File: src/tspcr_pkg.sv
`timescale 1ns / 1ps
package tspcr_pkg;

	localparam int PID_SLOTS_DEF = 128;
	localparam int PACKET_BYTES  = 188;
	localparam int LAST_POS      = PACKET_BYTES - 1;

	localparam logic [7:0] SYNC_BYTE = 8'h47;

	localparam int PID_W   = 13;
	localparam int BASE_W  = 33;
	localparam int EXT_W   = 9;
	localparam int TICK_W  = 42;
	localparam int CNT_W   = 32;
	localparam int RATE_W  = 32;

	// packet bits times ticks per second: 188 * 8 * 27e6
	localparam int K_W    = 36;
	localparam logic [K_W-1:0] RATE_K = 36'd40608000000;
	localparam int PROD_W = CNT_W + K_W;

	typedef struct packed {
		logic [PID_W-1:0]  pid;
		logic [1:0]        afc;
		logic              len_nz;
		logic              disc;
		logic              pcr_flag;
		logic [BASE_W-1:0] base;
		logic [EXT_W-1:0]  ext;
	} hdr_t;

	typedef struct packed {
		logic [PID_W-1:0]  pid;
		logic [TICK_W-1:0] clock;
		logic [CNT_W-1:0]  packet;
	} slot_t;

	typedef enum logic [2:0] {
		E_IDLE,
		E_TICKS,
		E_LOOK,
		E_CMP,
		E_GT,
		E_DIV,
		E_OUT
	} eng_state_t;

	typedef enum logic [1:0] {
		MD_IDLE,
		MD_MUL,
		MD_DIV,
		MD_DONE
	} md_state_t;

endpackage

File: src/tspcr_parser.sv
`timescale 1ns / 1ps
module tspcr_parser (
	input  logic                 clk,
	input  logic                 arst_n,
	input  logic                 accept,
	input  logic [7:0]           ts_byte,
	input  logic                 restart,
	output tspcr_pkg::hdr_t      hdr,
	output logic                 last
);
	import tspcr_pkg::*;

	logic       synced_q;
	logic [7:0] pos_q;
	hdr_t       hdr_q;
	logic       synced_now;
	logic       in_pkt;

	assign synced_now = restart ? 1'b0 : synced_q;
	assign in_pkt     = synced_now || (ts_byte == SYNC_BYTE);
	assign last       = accept && synced_now && (pos_q == 8'(LAST_POS));
	assign hdr        = hdr_q;

	always_ff @(posedge clk or negedge arst_n) begin
		if (!arst_n) begin
			synced_q <= 1'b0;
			pos_q    <= '0;
		end else if (accept) begin
			if (!synced_now) begin
				synced_q <= in_pkt;
				pos_q    <= in_pkt ? 8'd1 : 8'd0;
			end else begin
				synced_q <= 1'b1;
				pos_q    <= (pos_q == 8'(LAST_POS)) ? 8'd0 : pos_q + 8'd1;
			end
		end
	end

	// header fields captured one byte at a time
	always_ff @(posedge clk) begin
		if (accept && synced_now) begin
			unique case (pos_q)
				8'd1: hdr_q.pid[12:8] <= ts_byte[4:0];
				8'd2: hdr_q.pid[7:0] <= ts_byte;
				8'd3: hdr_q.afc <= ts_byte[5:4];
				8'd4: hdr_q.len_nz <= (ts_byte != 8'd0);
				8'd5: begin
					hdr_q.disc     <= ts_byte[7];
					hdr_q.pcr_flag <= ts_byte[4];
				end
				8'd6: hdr_q.base[32:25] <= ts_byte;
				8'd7: hdr_q.base[24:17] <= ts_byte;
				8'd8: hdr_q.base[16:9] <= ts_byte;
				8'd9: hdr_q.base[8:1] <= ts_byte;
				8'd10: begin
					hdr_q.base[0] <= ts_byte[7];
					hdr_q.ext[8]  <= ts_byte[0];
				end
				8'd11: hdr_q.ext[7:0] <= ts_byte;
				default: ;
			endcase
		end
	end

endmodule

File: config.mk
export PLATFORM = sky130hd
export DESIGN_NAME = tspcr_parser
export DESIGN_NICKNAME = d
export VERILOG_FILES = /design/src/tspcr_pkg.sv /design/src/tspcr_parser.sv
export SDC_FILE = /design/constraint.sdc
export NUM_CORES = 1
export LEC_CHECK = 0
export BUFFER_PORTS_ARGS = -buffer_cell sky130_fd_sc_hd__buf_2
export CAP_MARGIN = 20
export CORE_ASPECT_RATIO = 0.9
export CORE_MARGIN = 2
export CORE_UTILIZATION = 45
export DETAILED_ROUTE_END_ITERATION = 8
export PLACE_DENSITY = 0.73
export SLEW_MARGIN = 15
export SYNTH_ARGS = -nofsm -noshare
export SYNTH_HDL_FRONTEND = slang
export SYNTH_SLANG_ARGS = --single-unit
File: constraint.sdc
create_clock -name clk -period 1.9 [get_ports clk]
set_input_delay 0.19 -clock clk [delete_from_list [all_inputs] [get_ports clk]]
set_output_delay 0.19 -clock clk [all_outputs]
set_load 0.05 [all_outputs]
**Word-level counts from Yosys, hierarchy flattened**

Index checks and enable logic that the tools add are counted.

- Word-level logic and storage cells: 49
- Output and inout port bits: 61
- Register bits after elaboration: 69
- Input port bits: 12

- Mux-type cells: 5
- Eq/ne operators: 13
- $add $sub $neg: 1
- Reduce and logical (&&, ||, !) cells: 15

Operator list:

| kind | count |
|---|---|
| equality test 8 x 3 -> 1 bit, second input constant | 4 |
| equality test 8 x 4 -> 1 bit, second input constant | 4 |
| AND reduction 2 bit | 11 |
| equality test 8 x 2 -> 1 bit, second input constant | 2 |
| 2-to-1 mux 8 bit | 2 |
| adder 8 x 1 -> 8 bit, second input constant | 1 |
| equality test 8 x 1 -> 1 bit, second input constant | 1 |
| equality test 8 x 7 -> 1 bit, second input constant | 1 |
| equality test 8 bit, second input constant | 1 |
| nonzero test 8 bit | 1 |
| 2-to-1 mux 1 bit | 3 |
| logical AND 1 bit | 2 |
| logical OR 1 bit | 1 |

**Depth between registers and ports, before layout**

Gate-level depths: netlist (run 1).

- Depth in word-level cells: 4
- Mapped depth: 6

**Worst setup path before layout (run 1)**

No wires, ideal clock.

- Kind: flip-flop to flip-flop
- Start point: register pos_q[5]
- End point: register hdr_q (netlist bit hdr[34]) (enable)
- Setup slack: -179 ps
- Data required time: 1,530 ps
- Stages on the path, launching flop included: 4
- Clock period less this slack: 2,079 ps
- Arrival: 1,709 ps
- Path through: dfrtp_1 or4_4 or3b_4 nor2_1

- Longest elaborated chain between the ends: 2

RTL lines:

| item | RTL line | source |
|---|---|---|
| start, declared | tspcr_parser.sv:14 | `logic [7:0] pos_q;` |
| start signal, assigned | tspcr_parser.sv:31 | `pos_q <= in_pkt ? 8'd1 : 8'd0;` |
| start signal, assigned | tspcr_parser.sv:34 | `pos_q <= (pos_q == 8'(LAST_POS)) ? 8'd0 : pos_q + 8'd1;` |
| equality test 8 x 3 -> 1 bit | tspcr_parser.sv:42 | `unique case (pos_q)` |
| AND reduction 2 bit (no source line) | -- |  |
| end, declared | tspcr_parser.sv:15 | `hdr_t hdr_q;` |

No other way between the ends.
A chain may end at the register's enable or synchronous reset.

**Worst setup path after layout (run 1)**

- Start point: register pos_q[4]
- End point: register hdr_q (netlist bit hdr[33]) (enable)

Same word-level chain as after synthesis.

==> results of run 1 <==
==> layout make-up <==
| cell class | instances | area [um2] |
|---|---|---|
| inverters | 5 | 18.77 |
| well taps | 67 | 83.83 |
| clock buffers | 9 | 123.9 |
| multi-input cells | 65 | 416.7 |
| repair buffers | 89 | 520.5 |
| fillers | 387 | 1952 |
| clock inverters | 6 | 112.6 |
| flip-flops and latches | 69 | 2027 |
==> layer usage <==
metal | wire length (um) | track usage
met1 | 2091 | 0.2367
met2 | 2486 | 0.2873
met3 | 459 | 0.06917
met4 | 71 | 0.07593
met5 | 0 | 0
==> state kept, by name, summed over array words and instances, names as in the netlist <==
| signal | count |
|---|---|
| hdr | 60 |
| synced_q | 1 |
| pos_q | 8 |
==> critical path, delay by kind of cell (launching register included) <==
family        cells  cell delay, ps
buf+inv           1             140
flops             1             380
simple gates      3            1110
==> how the worst min path moves through the flow <==
stage	to	slack [ps]	from	depth (start not counted)
2_1_floorplan	pos_q[0]	-110	arst_n	0
3_3_place_gp	pos_q[7]	50	arst_n	1
3_5_place_dp	pos_q[2]	60	arst_n	1
4_1_cts	hdr[32]	130	ts_byte[6]	1
5_1_grt	hdr[21]	150	ts_byte[3]	1
6_report	hdr[21]	150	ts_byte[3]	1
==> placed cells by master (no fill, tap or decap), drive strengths merged <==
cell type    synthesis  final
a41oi                1      1
nand3                3      3
or3b                 1      1
nor2                13     13
nor3b                1      1
and4                 2      2
nor4                 2      2
a21o                 1      1
a31o                 2      2
a21oi                2      2
o21ai                7      7
edfxtp              60     60
nand2b               2      2
a31oi                2      2
o31ai                1      1
xnor2                1      1
nor3                 1      1
dfrtp                9      9
nand2                8      8
dlygate4sd3          0      1
or4                  1      1
a22o                 1      1
inv                  5      5
buf                  2     88
nand3b               1      1
and3                 6      6
bufinv               0      3
o22ai                2      2
clkbuf               1      9
ha                   4      4
clkinv               0      3
==> power breakdown <==
part	internal, W	switching (W)
sequential	0.00165	0.000000456
combinational	0.0000128	0.0000326
clock	0.000866	0.000516
==> through the flow <==
stage          cells  total power (W)
5_1_grt          310         0.003177
6_report         310         0.003073
3_3_place_gp     293         0.001722
4_1_cts          309         0.003098
2_1_floorplan    142         0.001688
3_5_place_dp     293         0.001723
==> logic make-up (layout without fill, tap and decap cells) <==
| kind of cell | count (synthesis) | in the layout | synth area share |
|---|---|---|---|
| AOI/OAI and AO/OA | 19 | 19 | 0.04934 |
| xor gates and xnor gates | 1 | 1 | 0.003561 |
| DFF | 69 | 69 | 0.8240 |
| adders and majority gates | 4 | 4 | 0.02035 |
| buffers and inverters | 8 | 109 | 0.01322 |
| and+or+nand+nor | 41 | 41 | 0.08952 |
==> timing repair <==
item	4_1_cts	5_1_grt
pin swaps	0	0
setup buffers	0	1
hold endpoints to repair	9	0
endpoints found under the setup margin	13	17
resized for setup	3	6
hold buffers	1	0
==> impl_metrics.yaml, run 1 <==
timing:
  drv_slew: 0
  hold_ws_ps: 149.6
  tns_ps: -17.31
  setup_ws_ps: -8.226
  skew_ps: 10.42
  fin_crit_sh: 1.004
  fmax_ghz: 0.5240
  slew_headroom: 0.7026
  final-setup-viol-count: 4
  finalCriticalPeriod_ps: 1908
  finalHoldViolations: 0
  rsz0062_at_grt: "true"
  worst_pin_slew_ps: 442.0
yosys:
  ys_types: 30
  syn-num-nets: 158
  avgSynthCellArea_um2: 17.32
  synth_common_cells: "edfxtp_1 (60), nor2_1 (12), dfrtp_1 (9), nand2_1 (8), o21ai_0 (7)"
  synth_top_area_share: 0.7325
  synth_most_common_cell: "edfxtp_1"
  synth_edf_count: 60
  syn_inst: 142
  synth_top_area_cell: "edfxtp_1"
  synthArstFlopShare: 0.1304
  synth_ff_type: "edfxtp_1"
  ys_top_cells_by_area: "edfxtp_1 (73%), dfrtp_1 (9.2%), ha_1 (2.0%)"
  yosysWarnings: 0
  yosys_register_bits: 69
  syn-cell-area_um2: 2460
  seq_area_frac_synth: 0.8240
cts:
  cts_buffers: 9
  clk_path_buf_depth: 2
  cts.sinks: 69
  cts-root-buf: "clkbuf_8"
  cts_tree: "built"
  htreeDepth: 3
  clock_latency_ps: 330
  clkTransAtPathRegs_ps: 70
detailed_routing:
  wl_um: 5109
  first_pass_iters: 6
  ant_nets: 0
  first_iter_violations: 212
  via_count: 1604
  viasPerCell: 5.174
  wl_per_cell_um: 16.48
  route.detailed.drc: 0
worst_setup_path:
  crit_start: "pos_q[4]"
  r2r_setup_slack_ps: -8
  endpoint: "hdr[33]"
  reg2reg_depth: 4
  end_kind: "register"
  critPathArrivalTime_ps: 1950
  cp_max_fo: 5
  path_cells: "or4_4 > or3b_4 > nor2_4 > buf_6"
  r2r-end: "hdr[33]"
  startpoint_type: "register"
  required_ps: 1950
  max_stage_delay_ps: 540
  timing.rr.start: "pos_q[4]"
  crit_slowest_cell: "or4_4"
  critPathKind: "reg2reg"
place:
  place.gp.congestion: 0.8674
  io_buffers: 72
  place_hpwl_um: 3552
  place_area_um2: 3020
  place_ws_ps: -11.31
cells_and_area:
  utilization: 0.6286
  finalInstanceArea_um2: 3303
  syn2layout_area_growth_pct: 34.28
  n_antenna_cell: 0
  nets: 255
  drive_gt1_frac: 0.4609
floorplanning:
  die_x_um: 81.94
  coreArea_um2: 5255
  die_h_um: 74.14
  die_area_um2: 6075
  io_pins: 73
  fp-row-count: 25
  start_util: 0.4681
power:
  max-vdd-ir-drop_mv: 0.5232
  power_density_nw_per_um2: 930.4
  p_leak_nw: 1.319
global_routing:
  grt_pass1_vias: 1525
  antenna_found_initial: 0
  grt_pass1_wl_um: 7810
  grt_util_all_layers: 0.1847
  grt_overflow: 0
  grt_start_max_net_pins: 13
outcome:
  outcome: "complete, but fails checks"
  violations: "negative setup slack"
worst_hold_path:
  hp-class: "in2reg"
flow_run:
  cap_violations: 0
Power figures use the tool's default switching activity.
==> run 2: changes to the inputs <==
--- a/config.mk
+++ b/config.mk
@@ -7,7 +7,6 @@
 export LEC_CHECK = 0
 export BUFFER_PORTS_ARGS = -buffer_cell sky130_fd_sc_hd__buf_2
 export CAP_MARGIN = 20
-export CORE_ASPECT_RATIO = 0.9
 export CORE_MARGIN = 2
 export CORE_UTILIZATION = 45
 export DETAILED_ROUTE_END_ITERATION = 8
==> run 2 against run 1 <==
Against the previous run:
- the run still ends with negative setup slack left
- clock-buffer cell count up 1
- critical path depth did not move
- register-to-register slack barely moved
- clock power decreased by 31%
- maximum frequency fell by 0.69%
- sequential power about the same
- setup slack got worse by 13 ps
- highest routed layer unchanged
==> impl_metrics.yaml, run 2 (synthesis gave the netlist of run 1 again) <==
floorplanning:
  die_x_um: 77.94
  start_util: 0.4726
  die_area_um2: 6074
  fp-row-count: 26
  io_pins: 73
  coreArea_um2: 5205
  die_h_um: 77.94
cells_and_area:
  n_fill_cell: 405
  syn2layout_area_growth_pct: 31.69
  nets: 256
  final_common_cell: "buf_2"
  drive_gt1_frac: 0.4531
  largest_reg_flops: 60
  fin_cells: 315
  n_antenna_cell: 0
  layout_common_cells: "buf_2 (71), edfxtp_1 (60), buf_4 (12), nor2_1 (10)"
detailed_routing:
  wl_um: 4955
  route.detailed.drc: 0
  first_pass_iters: 4
  viasPerCell: 4.898
  wl_per_cell_um: 15.73
  via_count: 1543
  ant_nets: 0
  first_iter_violations: 120
timing:
  fin_crit_sh: 1.011
  rsz0062_at_grt: "true"
  hold_ws_ps: 127.3
  finalHoldViolations: 0
  skew_ps: 3.235
  slew_headroom: 0.7046
  finalCriticalPeriod_ps: 1922
  drv_slew: 0
  fmax_ghz: 0.5204
  setup_ws_ps: -21.58
  final-setup-viol-count: 9
  worst_pin_slew_ps: 439.1
global_routing:
  grt_pass1_vias: 1422
  antenna_found_initial: 0
  grt_pass1_wl_um: 7410
  grt_start_max_net_pins: 12
  grt_util_all_layers: 0.1728
  grt_overflow: 0
worst_setup_path:
  end_kind: "register"
  max_stage_delay_ps: 550
  crit_slowest_cell: "or4_4"
  critPathArrivalTime_ps: 1980
  path_cells: "or4_4 > or3b_4 > nor2_4 > buf_6"
  cp_max_fo: 4
  startpoint_type: "register"
  required_ps: 1960
  critPathKind: "reg2reg"
worst_hold_path:
  hp-class: "in2reg"
cts:
  cts_tree: "built"
  cts_buffers: 9
  htreeDepth: 3
  clk_path_buf_depth: 2
  cts.sinks: 69
  cts-root-buf: "clkbuf_8"
  clock_latency_ps: 330
  clkTransAtPathRegs_ps: 70
place:
  placed_cells: 297
  place_hpwl_um: 3632
  io_buffers: 72
  place.gp.congestion: 0.8174
outcome:
  violations: "negative setup slack"
  outcome: "complete, but fails checks"
power:
  p_leak_nw: 1.287
  power_density_nw_per_um2: 816.1
  finalPower_w: 0.002644
  max-vdd-ir-drop_mv: 0.5149
flow_run:
  cap_violations: 0
==> run 2: cell count changes in the layout (fill, tap and decap cells not counted), sizes merged <==
| cell | before | now |
|---|---|---|
| buf | 88 | 89 |
| bufinv | 3 | 0 |
| clkbuf | 9 | 10 |
| clkinv | 3 | 5 |
| clkinvlp | 0 | 1 |
==> run 2: critical path, delay by kind of cell (launching register included) <==
| kind | cells | cell delay, ps |
|---|---|---|
| flops | 1 | 380 |
| simple gates | 3 | 1130 |
| buf+inv | 1 | 130 |
==> run 2: layout make-up <==
type                       instances  area, um2  share of cell area
sequential                        69       2027              0.6257
tap                               70      87.58             0.02704
inverter                           5      18.77            0.005794
clock buffer                      10      127.6             0.03940
multi-input combinational         65      416.7              0.1286
clock inverter                     6      30.03            0.009270
timing repair buffer              90      531.8              0.1642
==> run 2: worst paths after layout <==
check / startpoint / to / slack, ps / cells past startpoint
setup reg to reg: pos_q[4] / hdr[40] / -20 / 4
max in group asynchronous: arst_n / pos_q[2] / 1480 / 2
setup / recovery: pos_q[4] / hdr[40] / -20 / 4
hold / removal: ts_byte[6] / hdr[32] / 130 / 1
min in group asynchronous: arst_n / pos_q[3] / 230 / 2
hold reg to reg: synced_q / synced_q / 570 / 2
==> run 2: power breakdown <==
group | switching, W | leakage (nW) | internal, W
Combinational | 0.0000322 | 0.539 | 0.0000128
Clock | 0.000495 | 0.0809 | 0.000457
Sequential | 0.000000441 | 0.667 | 0.00165
==> run 2: what timing repair did <==
| item | 4_1_cts | 5_1_grt |
|---|---|---|
| resized for setup | 5 | 5 |
| endpoints found under the hold margin | 9 | 0 |
| cloned | 0 | 0 |
| endpoints found under the setup margin | 13 | 17 |
| buffers inserted | 1 | 0 |
| hold buffers | 1 | 0 |
==> run 2: routing by layer <==
metal	up-vias	GRT usage	share of wire
met2	70	0.2716	0.49
li1	739	-	-
met1	728	0.2077	0.42
met4	0	0.1158	0.017
met5	-	0	0
met3	6	0.04884	0.074
==> run 2: through the flow <==
step | instance area, um2 | setup TNS, ps | util | worst slack [ps]
after global placement | 3032 | 0 | 0.5825 | 12.68
after detailed placement | 3032 | -43.33 | 0.5825 | -8.083
after global routing | 3239 | -735.5 | 0.6224 | -55.37
final | 3239 | -142.3 | 0.6224 | -21.58
after floorplan | 2465 | -570.3 | - | -35.65
after CTS | 3228 | -74.97 | 0.6202 | -13.07
